File: src/rtpst_pkg.sv
// ----------------------------------------------------------------------------
// rtpst_pkg
// Shared widths, register indexes, reset values and payload types for the
// RTP sequence tracker.
// ----------------------------------------------------------------------------
package rtpst_pkg;

  localparam int SEQ_W   = 16;
  localparam int TS_W    = 32;
  localparam int CFG_W   = 15;
  localparam int CNT_W   = 32;
  localparam int GAP_W   = 15;
  localparam int CFG_IDX_W = 1;

  // Configuration register indexes.
  typedef enum logic [CFG_IDX_W-1:0] {
    CFG_MAX_DROPOUT  = 1'b0,
    CFG_MAX_MISORDER = 1'b1
  } cfg_index_t;

  localparam logic [CFG_W-1:0] MAX_DROPOUT_RESET  = 15'd3000;
  localparam logic [CFG_W-1:0] MAX_MISORDER_RESET = 15'd1500;

  // One incoming packet header.
  typedef struct packed {
    logic [SEQ_W-1:0] seq_number;
    logic [TS_W-1:0]  rtp_time;
    logic             report_gap;
  } item_t;

  // One result beat.
  typedef struct packed {
    logic             accepted;
    logic             resynced;
    logic             gap_valid;
    logic [SEQ_W-1:0] gap_first;
    logic [SEQ_W-1:0] gap_end;
    logic [GAP_W-1:0] gap_length;
    logic [31:0]      extended_highest;
    logic [CNT_W-1:0] discard_total;
    logic [TS_W-1:0]  highest_time;
  } result_t;

  // Per-stream tracking state.
  typedef struct packed {
    logic             started;
    logic [SEQ_W-1:0] highest_seq;
    logic [SEQ_W-1:0] bad_candidate;
    logic             bad_candidate_valid;
    logic [SEQ_W-1:0] wrap_count;
    logic [TS_W-1:0]  highest_ts;
    logic [CNT_W-1:0] discard_count;
  } state_t;

  // Configuration values seen by the update logic.
  typedef struct packed {
    logic [CFG_W-1:0] max_dropout;
    logic [CFG_W-1:0] max_misorder;
  } cfg_t;

endpackage

File: src/rtpst_if.sv
// ----------------------------------------------------------------------------
// rtpst_if
// Valid/ready channels of the RTP sequence tracker: packet input, result
// output and configuration write.
// ----------------------------------------------------------------------------
interface rtpst_in_if;
  logic                          valid;
  logic                          ready;
  logic [rtpst_pkg::SEQ_W-1:0]   seq_number;
  logic [rtpst_pkg::TS_W-1:0]    rtp_time;
  logic                          report_gap;

  modport source (output valid, seq_number, rtp_time, report_gap, input ready);
  modport sink   (input valid, seq_number, rtp_time, report_gap, output ready);
endinterface

interface rtpst_out_if;
  logic                          valid;
  logic                          ready;
  logic                          accepted;
  logic                          resynced;
  logic                          gap_valid;
  logic [rtpst_pkg::SEQ_W-1:0]   gap_first;
  logic [rtpst_pkg::SEQ_W-1:0]   gap_end;
  logic [rtpst_pkg::GAP_W-1:0]   gap_length;
  logic [31:0]                   extended_highest;
  logic [rtpst_pkg::CNT_W-1:0]   discard_total;
  logic [rtpst_pkg::TS_W-1:0]    highest_time;

  modport source (output valid, accepted, resynced, gap_valid, gap_first, gap_end,
                  gap_length, extended_highest, discard_total, highest_time,
                  input ready);
  modport sink   (input valid, accepted, resynced, gap_valid, gap_first, gap_end,
                  gap_length, extended_highest, discard_total, highest_time,
                  output ready);
endinterface

interface rtpst_cfg_if;
  logic                             valid;
  logic                             ready;
  logic [rtpst_pkg::CFG_IDX_W-1:0]  index;
  logic [rtpst_pkg::CFG_W-1:0]      data;

  modport source (output valid, index, data, input ready);
  modport sink   (input valid, index, data, output ready);
endinterface

File: src/rtp_sequence_tracker.sv
// ----------------------------------------------------------------------------
// rtp_sequence_tracker
// RTP sequence number validation for one stream: in-order, misorder, bad
// jump and resync classification, gap reporting and highest timestamp.
// ----------------------------------------------------------------------------
// Usage:
//   pkt_in carries one packet header per beat (sequence number, RTP
//   timestamp, gap-report request). res_out returns exactly one result beat
//   per packet, in order. cfg writes max_dropout (index 0) or max_misorder
//   (index 1); it is always ready and should only be used while no packet
//   is in flight.
//   Each packet is captured in an input register, updated against the
//   tracking state by combinational logic, and its result lands in an
//   output register, from which res_out is driven.
//   Throughput is one packet per cycle while res_out does not stall; the
//   state update is a few compares and 16/32-bit adds in combinational
//   logic, so consecutive packets see each other's state with no bubble.
//   When res_out stalls, the output register holds its beat, the input
//   register holds one more packet, and pkt_in.ready then drops.
//   Reset (rst, synchronous) empties both registers, clears the tracking
//   state and restores the default thresholds 3000 and 1500.
// ----------------------------------------------------------------------------
module rtp_sequence_tracker (
  input  logic             clk,
  input  logic             rst,
  rtpst_in_if.sink         pkt_in,
  rtpst_out_if.source      res_out,
  rtpst_cfg_if.sink        cfg
);

  logic                  in_vld;
  rtpst_pkg::item_t      in_item;
  logic                  out_vld;
  rtpst_pkg::result_t    out_res;
  rtpst_pkg::state_t     state;
  rtpst_pkg::state_t     state_next;
  rtpst_pkg::result_t    result_next;
  rtpst_pkg::cfg_t       cfg_regs;
  logic                  advance;
  logic                  take_in;

  // Handshake control: the input register advances when the output register
  // is empty or being drained this cycle.
  assign advance      = in_vld && (!out_vld || res_out.ready);
  assign take_in      = pkt_in.valid && pkt_in.ready;
  assign pkt_in.ready = !in_vld || advance;
  assign cfg.ready    = 1'b1;

  // Configuration registers.
  always_ff @(posedge clk) begin
    if (rst) begin
      cfg_regs.max_dropout  <= rtpst_pkg::MAX_DROPOUT_RESET;
      cfg_regs.max_misorder <= rtpst_pkg::MAX_MISORDER_RESET;
    end else if (cfg.valid) begin
      unique case (rtpst_pkg::cfg_index_t'(cfg.index))
        rtpst_pkg::CFG_MAX_DROPOUT:  cfg_regs.max_dropout  <= cfg.data;
        rtpst_pkg::CFG_MAX_MISORDER: cfg_regs.max_misorder <= cfg.data;
        default: ;
      endcase
    end
  end

  // Input register.
  always_ff @(posedge clk) begin
    if (rst) begin
      in_vld <= 1'b0;
    end else if (take_in) begin
      in_vld <= 1'b1;
    end else if (advance) begin
      in_vld <= 1'b0;
    end
  end

  always_ff @(posedge clk) begin
    if (take_in) begin
      in_item.seq_number <= pkt_in.seq_number;
      in_item.rtp_time   <= pkt_in.rtp_time;
      in_item.report_gap <= pkt_in.report_gap;
    end
  end

  // Classification and state update.
  rtpst_update u_update (
    .state      (state),
    .item       (in_item),
    .cfg        (cfg_regs),
    .state_next (state_next),
    .result     (result_next)
  );

  // Tracking state.
  always_ff @(posedge clk) begin
    if (rst) begin
      state <= '0;
    end else if (advance) begin
      state <= state_next;
    end
  end

  // Output register.
  always_ff @(posedge clk) begin
    if (rst) begin
      out_vld <= 1'b0;
    end else if (advance) begin
      out_vld <= 1'b1;
    end else if (res_out.ready) begin
      out_vld <= 1'b0;
    end
  end

  always_ff @(posedge clk) begin
    if (advance) begin
      out_res <= result_next;
    end
  end

  assign res_out.valid            = out_vld;
  assign res_out.accepted         = out_res.accepted;
  assign res_out.resynced         = out_res.resynced;
  assign res_out.gap_valid        = out_res.gap_valid;
  assign res_out.gap_first        = out_res.gap_first;
  assign res_out.gap_end          = out_res.gap_end;
  assign res_out.gap_length       = out_res.gap_length;
  assign res_out.extended_highest = out_res.extended_highest;
  assign res_out.discard_total    = out_res.discard_total;
  assign res_out.highest_time     = out_res.highest_time;

endmodule

File: src/rtpst_update.sv
// ----------------------------------------------------------------------------
// rtpst_update
// Classifies one packet against the tracking state and forms the next state
// and the result beat. Purely combinational.
// ----------------------------------------------------------------------------
module rtpst_update (
  input  rtpst_pkg::state_t  state,
  input  rtpst_pkg::item_t   item,
  input  rtpst_pkg::cfg_t    cfg,
  output rtpst_pkg::state_t  state_next,
  output rtpst_pkg::result_t result
);

  logic [rtpst_pkg::SEQ_W-1:0] seq;
  logic [rtpst_pkg::TS_W-1:0]  ts;
  logic [rtpst_pkg::SEQ_W-1:0] cur_highest;
  logic [rtpst_pkg::TS_W-1:0]  cur_ts;
  logic                        cur_cand_valid;
  logic [rtpst_pkg::SEQ_W-1:0] udelta;
  logic [rtpst_pkg::SEQ_W-1:0] udelta_m1;
  logic [rtpst_pkg::SEQ_W:0]   misorder_limit;
  logic                        in_order;
  logic                        bad_jump;
  logic                        resync;
  logic                        discard;
  logic [rtpst_pkg::TS_W-1:0]  ts_diff;
  logic                        ts_newer;

  assign seq = item.seq_number;
  assign ts  = item.rtp_time;

  // On the first packet the highest sequence is primed one below this one.
  assign cur_highest    = state.started ? state.highest_seq : seq - 16'd1;
  assign cur_ts         = state.started ? state.highest_ts : ts;
  assign cur_cand_valid = state.started & state.bad_candidate_valid;

  // Classification by forward distance from the highest sequence.
  assign udelta         = seq - cur_highest;
  assign udelta_m1      = udelta - 16'd1;
  assign misorder_limit = 17'h10000 - {2'b00, cfg.max_misorder};
  assign in_order       = udelta < {1'b0, cfg.max_dropout};
  assign bad_jump       = !in_order && ({1'b0, udelta} <= misorder_limit);
  assign resync         = bad_jump && cur_cand_valid && (seq == state.bad_candidate);
  assign discard        = bad_jump && !resync;

  // Serial comparison of the timestamp against the highest one. On the first
  // packet cur_ts already equals ts, and a resync takes ts outright, so in
  // both cases the comparison changes nothing further.
  assign ts_diff  = ts - cur_ts;
  assign ts_newer = ((ts_diff != '0) && !ts_diff[31]) ||
                    ((ts_diff == 32'h8000_0000) && (ts < cur_ts));

  // Next state.
  always_comb begin
    state_next                     = state;
    state_next.started             = 1'b1;
    state_next.highest_seq         = cur_highest;
    state_next.highest_ts          = cur_ts;
    state_next.bad_candidate_valid = cur_cand_valid;
    if (in_order) begin
      state_next.highest_seq = seq;
      if (seq < cur_highest) begin
        state_next.wrap_count = state.wrap_count + 16'd1;
      end
    end else if (resync) begin
      state_next.highest_seq         = seq;
      state_next.highest_ts          = ts;
      state_next.bad_candidate_valid = 1'b0;
    end else if (discard) begin
      state_next.bad_candidate       = seq + 16'd1;
      state_next.bad_candidate_valid = 1'b1;
      if (state.discard_count != '1) begin
        state_next.discard_count = state.discard_count + 32'd1;
      end
    end
    if (!discard && ts_newer) begin
      state_next.highest_ts = ts;
    end
  end

  // Result beat.
  always_comb begin
    result.accepted         = !discard;
    result.resynced         = resync;
    result.gap_valid        = 1'b0;
    result.gap_first        = '0;
    result.gap_end          = '0;
    result.gap_length       = '0;
    if (in_order && item.report_gap && (udelta > 16'd1)) begin
      result.gap_valid  = 1'b1;
      result.gap_first  = cur_highest + 16'd1;
      result.gap_end    = seq;
      result.gap_length = udelta_m1[rtpst_pkg::GAP_W-1:0];
    end
    result.extended_highest = {state_next.wrap_count, state_next.highest_seq};
    result.discard_total    = state_next.discard_count;
    result.highest_time     = state_next.highest_ts;
  end

endmodule
File: src/flat_wrapper.sv
// flat-port wrapper written by rule: the top's interface ports become plain ports
module rtp_sequence_tracker_flat 
  (clk, rst, pkt_in_valid, pkt_in_seq_number, pkt_in_rtp_time, pkt_in_report_gap, pkt_in_ready, res_out_valid, res_out_accepted, res_out_resynced, res_out_gap_valid, res_out_gap_first, res_out_gap_end, res_out_gap_length, res_out_extended_highest, res_out_discard_total, res_out_highest_time, res_out_ready, cfg_valid, cfg_index, cfg_data, cfg_ready);
  rtpst_in_if pkt_in_i ();
  rtpst_out_if res_out_i ();
  rtpst_cfg_if cfg_i ();
  input  logic clk;
  input  logic rst;
  input wire logic [$bits(pkt_in_i.valid)-1:0] pkt_in_valid;
  input wire logic [$bits(pkt_in_i.seq_number)-1:0] pkt_in_seq_number;
  input wire logic [$bits(pkt_in_i.rtp_time)-1:0] pkt_in_rtp_time;
  input wire logic [$bits(pkt_in_i.report_gap)-1:0] pkt_in_report_gap;
  output wire logic [$bits(pkt_in_i.ready)-1:0] pkt_in_ready;
  output wire logic [$bits(res_out_i.valid)-1:0] res_out_valid;
  output wire logic [$bits(res_out_i.accepted)-1:0] res_out_accepted;
  output wire logic [$bits(res_out_i.resynced)-1:0] res_out_resynced;
  output wire logic [$bits(res_out_i.gap_valid)-1:0] res_out_gap_valid;
  output wire logic [$bits(res_out_i.gap_first)-1:0] res_out_gap_first;
  output wire logic [$bits(res_out_i.gap_end)-1:0] res_out_gap_end;
  output wire logic [$bits(res_out_i.gap_length)-1:0] res_out_gap_length;
  output wire logic [$bits(res_out_i.extended_highest)-1:0] res_out_extended_highest;
  output wire logic [$bits(res_out_i.discard_total)-1:0] res_out_discard_total;
  output wire logic [$bits(res_out_i.highest_time)-1:0] res_out_highest_time;
  input wire logic [$bits(res_out_i.ready)-1:0] res_out_ready;
  input wire logic [$bits(cfg_i.valid)-1:0] cfg_valid;
  input wire logic [$bits(cfg_i.index)-1:0] cfg_index;
  input wire logic [$bits(cfg_i.data)-1:0] cfg_data;
  output wire logic [$bits(cfg_i.ready)-1:0] cfg_ready;
  assign pkt_in_i.valid = pkt_in_valid;
  assign pkt_in_i.seq_number = pkt_in_seq_number;
  assign pkt_in_i.rtp_time = pkt_in_rtp_time;
  assign pkt_in_i.report_gap = pkt_in_report_gap;
  assign pkt_in_ready = pkt_in_i.ready;
  assign res_out_valid = res_out_i.valid;
  assign res_out_accepted = res_out_i.accepted;
  assign res_out_resynced = res_out_i.resynced;
  assign res_out_gap_valid = res_out_i.gap_valid;
  assign res_out_gap_first = res_out_i.gap_first;
  assign res_out_gap_end = res_out_i.gap_end;
  assign res_out_gap_length = res_out_i.gap_length;
  assign res_out_extended_highest = res_out_i.extended_highest;
  assign res_out_discard_total = res_out_i.discard_total;
  assign res_out_highest_time = res_out_i.highest_time;
  assign res_out_i.ready = res_out_ready;
  assign cfg_i.valid = cfg_valid;
  assign cfg_i.index = cfg_index;
  assign cfg_i.data = cfg_data;
  assign cfg_ready = cfg_i.ready;
  rtp_sequence_tracker u_core (.clk(clk), .rst(rst), .pkt_in(pkt_in_i), .res_out(res_out_i), .cfg(cfg_i));
endmodule
File: config.mk
export PLATFORM = sky130hd
export DESIGN_NAME = rtp_sequence_tracker_flat
export DESIGN_NICKNAME = d
export VERILOG_FILES = /design/src/rtpst_pkg.sv /design/src/rtpst_if.sv /design/src/rtp_sequence_tracker.sv /design/src/rtpst_update.sv /design/src/flat_wrapper.sv
export SDC_FILE = /design/constraint.sdc
export NUM_CORES = 1
export LEC_CHECK = 0
export ABC_AREA = 1
export BUFFER_PORTS_ARGS = -buffer_cell sky130_fd_sc_hd__buf_2
export CELL_PAD_IN_SITES_DETAIL_PLACEMENT = 1
export CELL_PAD_IN_SITES_GLOBAL_PLACEMENT = 1
export CORE_MARGIN = 5
export CORE_UTILIZATION = 48
export CTS_CLUSTER_DIAMETER = 80
export CTS_CLUSTER_SIZE = 20
export DETAILED_ROUTE_END_ITERATION = 7
export GPL_TIMING_DRIVEN = 0
export HOLD_SLACK_MARGIN = 0.03
export PLACE_DENSITY_LB_ADDON = 0.1
export SYNTH_ARGS = -nofsm -noshare
export SYNTH_HDL_FRONTEND = slang
export SYNTH_SLANG_ARGS = --single-unit
File: constraint.sdc
create_clock -name clk -period 15.5 [get_ports clk]
set_input_delay 0.775 -clock clk [delete_from_list [all_inputs] [get_ports clk]]
set_output_delay 0.775 -clock clk [all_outputs]
set_load 0.02 [all_outputs]
# After elaboration in Yosys (flattened, before gate mapping)
# Index checks and enable logic that the tools add are counted.
# op_classes
magnitude_cmp	5
addsub	9
n_reduce_logical	26
n_eq_ne	3
bitwise	4
mux	20
# ops
operator	count
$mux W32	6
$mux W16	5
$mux W64	1
$add A16 B1 Y16 const B	3
$mux W48	1
$add A32 B1 Y32 const B	1
$eq A32 B32 Y1 const B	1
$lt A32 B32 Y1	1
$ne A32 B32 Y1 const B	1
$reduce_bool A32 Y1	1
$sub A32 B32 Y32	1
$le A16 B17 Y1	1
$sub A17 B15 Y17 const A	1
$eq A16 B16 Y1	1
$gt A16 B1 Y1 const B	1
$lt A16 B15 Y1	1
$lt A16 B16 Y1	1
$sub A16 B1 Y16 const B	1
$sub A16 B16 Y16	1
$sub A15 B1 Y15 const B	1
$logic_and A1 B1 Y1	11
$mux W1	7
$logic_not A1 Y1	6
$reduce_and A2 Y1	2
5 further kinds	10
# word_totals
input_bits	70
ff_bits	341
elab_cells	90
out_inout_bits	149

# Logic depth before layout (Yosys ltp)
# logic_depth
word_depth	14
ltp_mapped	38
mapped_depth_nobuf	36

# Hierarchy
# From an unflattened synthesis, not the netlist that was laid out.
# unflattened
hier_cells	2816
area_unflattened_um2	21581.9
# modules_own_cells
mod	area_per_inst_um2	cells_per_inst	instances	seq_area_each_um2
rtp_sequence_tracker	12115.4	1089	1	8778.4
rtpst_update	9466.6	1727	1	0.0

# Worst setup path before layout
# Ideal clock, no wire load.
# synth_timing
path_type	input to register
startpoint	input port res_out_ready
endpoint	register, netlist name u_core.state[67]
setup_time_ns	0.116
n_path_buf	1
t_required_ns	15.384
t_arrival_ns	5.946
cell_stages	8
path_slack_ns	9.437
cell_sequence	inv_1 -> nand2_1 -> nand2_1 -> inv_1 -> clkbuf_1 -> o21ai_0 -> nand2_1 -> inv_1
# synth_via
elab_chain_len	2
# synth_lines
item	line	source
start: declaration	flat_wrapper.sv:24	input wire logic [$bits(res_out_i.ready)-1:0] res_out_ready;
$logic_or A1 B1 Y1	rtp_sequence_tracker.sv:44	assign advance = in_vld && (!out_vld || res_out.ready);
$logic_and A1 B1 Y1	rtp_sequence_tracker.sv:44	
named net u_core.advance	rtp_sequence_tracker.sv:39	logic advance;
# The timed path passes the listed nets, and every way through them passes these cells.
# A chain may end at the register's enable or synchronous reset.

==> flow_metrics.env <==
export IMPL_wl_per_cell_um=19.97
export IMPL_ys_types=56
export IMPL_status="finished, final reports clean"
export IMPL_viasPerCell=5.539
export IMPL_drc=0
export IMPL_r2r_start="u_core.in_item[34]$_DFFE_PP_"
export IMPL_grt_util_all_layers_pct=28.73
export IMPL_setup_ws_ns=8.749
export IMPL_die_area_mm2=0.04652
export IMPL_seq_area_frac_synth_pct=43.23
export IMPL_numCtsBuffers=24
export IMPL_drive_gt1_share_pct=12.86
export IMPL_startpoint_type="flop"
export IMPL_pre_cts_slack_ns=8.860
export IMPL_synth_edff_count=195
export IMPL_setup_tns_ns=0
export IMPL_drt_iter0_drc=1402
export IMPL_finalHoldViolCount=0
export IMPL_slew_headroom_pct=26.86
export IMPL_yosys_most_used_dff="edfxtp_1"
export IMPL_place_hpwl_mm=54.36
export IMPL_cpMostUsedCell="nand2_1"
export IMPL_rsz0062_at_grt="false"
export IMPL_coreArea_mm2=0.04195
export IMPL_ir_worst_vdd_mv=0.1206
export IMPL_path_class="flop to flop"
export IMPL_postRouteWirelength_mm=69.03
export IMPL_min_period_ns=6.751
export IMPL_grt_pass1_wl_mm=107.9
export IMPL_arrival_ns=7.03
export IMPL_powerDensity_mw_per_mm2=115.1
export IMPL_ys_top_cells_by_area="edfxtp_1 (29%), dfxtp_1 (14%), nand2_1 (11%)"
export IMPL_post_route_period_util_pct=43.55
export IMPL_hp_start="pkt_in_seq_number[0]"
export IMPL_syn_area_mm2=0.02031
export IMPL_yosysWarnings=0
export IMPL_rows=75
export IMPL_netlist_area_leader_share_pct=28.84
export IMPL_p_leak_nw=10.48
export IMPL_p_total_mw=2.643
export IMPL_grt_max_degree=63
export IMPL_post_cts_setup_buffers=0
export IMPL_synth_net_count=2800
export IMPL_async_flop_share_pct=0
export IMPL_fp_dieH_um=215.7
export IMPL_port_buffers=217
export IMPL_yosysMostFrequentCell="nand2_1"
export IMPL_finalNetCount=3046
export IMPL_num_vias=19143
export IMPL_maxSlewViolCount=0
export IMPL_cp_slowest_cell="edfxtp_1"
export IMPL_end_kind="flop"
export IMPL_postRouteAntennaNets=0
export IMPL_cts_clk_slew_worst_paths_ns=0.08
export IMPL_setup_violations=0
export IMPL_syn2layout_area_growth_pct=13.07
export IMPL_postCtsHoldBufs=0
export IMPL_ctsRootBufferMaster="clkbuf_16"
export IMPL_htree_levels=1
export IMPL_postLayoutCellArea_mm2=0.02296
export IMPL_antenna_found_initial=0
export IMPL_whs_ns=0.3713
export IMPL_cts_buffer_depth=3
export IMPL_antenna_cells=0
export IMPL_grt_pass1_vias=19872
export IMPL_path_max_fanout=10
export IMPL_fin_skew_ns=0.02550
export IMPL_fmax_ghz=0.1481
export IMPL_critPathLaunch="u_core.in_item[34]$_DFFE_PP_"
export IMPL_io_pin_count=219
export IMPL_first_pass_iters=7
export IMPL_ys_ff_latch=341
export IMPL_tightest_slew_ns=1.086
export IMPL_start_util_pct=48.41
export IMPL_worstSkewPairLatency_ns=0.57
export IMPL_cts_sinks=341
export IMPL_gp_congestion=0.9575
export IMPL_required_ns=15.78
export IMPL_synthTopCellsByCount="nand2_1 (610), inv_1 (384), nor2_1 (207)"
export IMPL_cts_tree="built"
export IMPL_dieWidth_um=215.7
export IMPL_syn_avg_cell_area_um2=7.654
export IMPL_cap_violations=0
export IMPL_cts_resized=0
export IMPL_place_area_mm2=0.02215
export IMPL_grt_overflow_total=0
export IMPL_yosys_area_top_type="edfxtp_1"
export IMPL_cp_slowest_stage_delay_ns=0.60
export IMPL_hp_class="primary input to flop"
export IMPL_syn_inst=2653
where the power goes:
group | total (mW) | internal, mW | switching [mW]
Sequential | 1.10 | 1.06 | 0.0432
Clock | 0.681 | 0.338 | 0.343
Combinational | 0.861 | 0.263 | 0.599
logic make-up after synthesis:
group           share of synthesized area, %
simple gates                           25.18
flops                                  43.23
other cells                          0.01847
buf+inv                                9.699
fa+ha+maj                              4.819
xor+xnor                               4.141
compound gates                         12.91
path summary, 6_finish.rpt:
kind                                               end  slack (ns)  cells after the start
min                       u_core.in_item[33]$_DFFE_PP_        0.37                      1
max reg2reg  u_core.res_out.highest_time[16]$_DFFE_PP_        8.75                     32
min reg2reg           u_core.cfg_regs[28]$_SDFFE_PP0P_        0.47                      2
max          u_core.res_out.highest_time[16]$_DFFE_PP_        8.75                     32
registers in the layout, summed over array words and instances (netlist names):
register,count
u_core.state,114
u_core.cfg_regs,30
u_core.in_item,49
u_core.res_out.gap_end,16
u_core.res_out.gap_length,15
u_core.res_out.resynced,1
u_core.res_out.valid,1
u_core.res_out.discard_total,32
u_core.res_out.gap_first,16
u_core.res_out.highest_time,32
u_core.res_out.accepted,1
u_core.in_vld,1
u_core.res_out.gap_valid,1
u_core.res_out.extended_highest,32
area by class of cell:
class,instances,area [um2]
fill,5349,18990
multi-input combinational,1819,9558
sequential,341,8778
inverter,400,1504
timing repair buffer,220,1161
clock buffer,34,690.7
tap,539,674.4
buffer,93,469.2
clock inverter,10,123.9
metal layers:
metal | vias to the layer above | track usage (%) | share of wire, %
li1 | 9231 | - | -
met1 | 9292 | 37.95 | 43
met2 | 513 | 49.69 | 48
met3 | 107 | 3.882 | 5.8
met4 | 0 | 8.022 | 2.9
met5 | - | 0 | 0
worst max-delay path: cells and delay by family (launching register included):
kind	cells	cell delay (ns)
simple gates	18	2.18
fa+ha+maj	3	1.15
buf+inv	6	1.10
compound gates	4	1.06
flops	1	0.60
xor+xnor	1	0.38
through the flow:
| stage | instances | utilization (%) |
|---|---|---|
| 2_1_floorplan | 2653 | - |
| 3_3_place_gp | 3409 | 52.61 |
| 3_5_place_dp | 3412 | 52.79 |
| 4_1_cts | 3456 | 54.74 |
| 5_1_grt | 3456 | 54.74 |
| 6_report | 3456 | 54.74 |
placed cells by master (no fill, tap or decap), types with 11 or more instances in the layout:
cell type and instances:
a21oi_1 182, buf_2 235, clkbuf_1 63, clkbuf_16 26, dfxtp_1 146, edfxtp_1 195, ha_1 75, inv_1 383
inv_2 14, nand2_1 610, nand2_2 11, nand3_1 200, nand4_1 38, nor2_1 207, nor2_2 12, nor3_1 45
nor4_1 19, o211ai_1 18, o21ai_0 135, o21ai_1 69, o21bai_1 11, xnor2_1 14, xor2_1 82
Note: power is estimated with default switching activity, not from simulation.
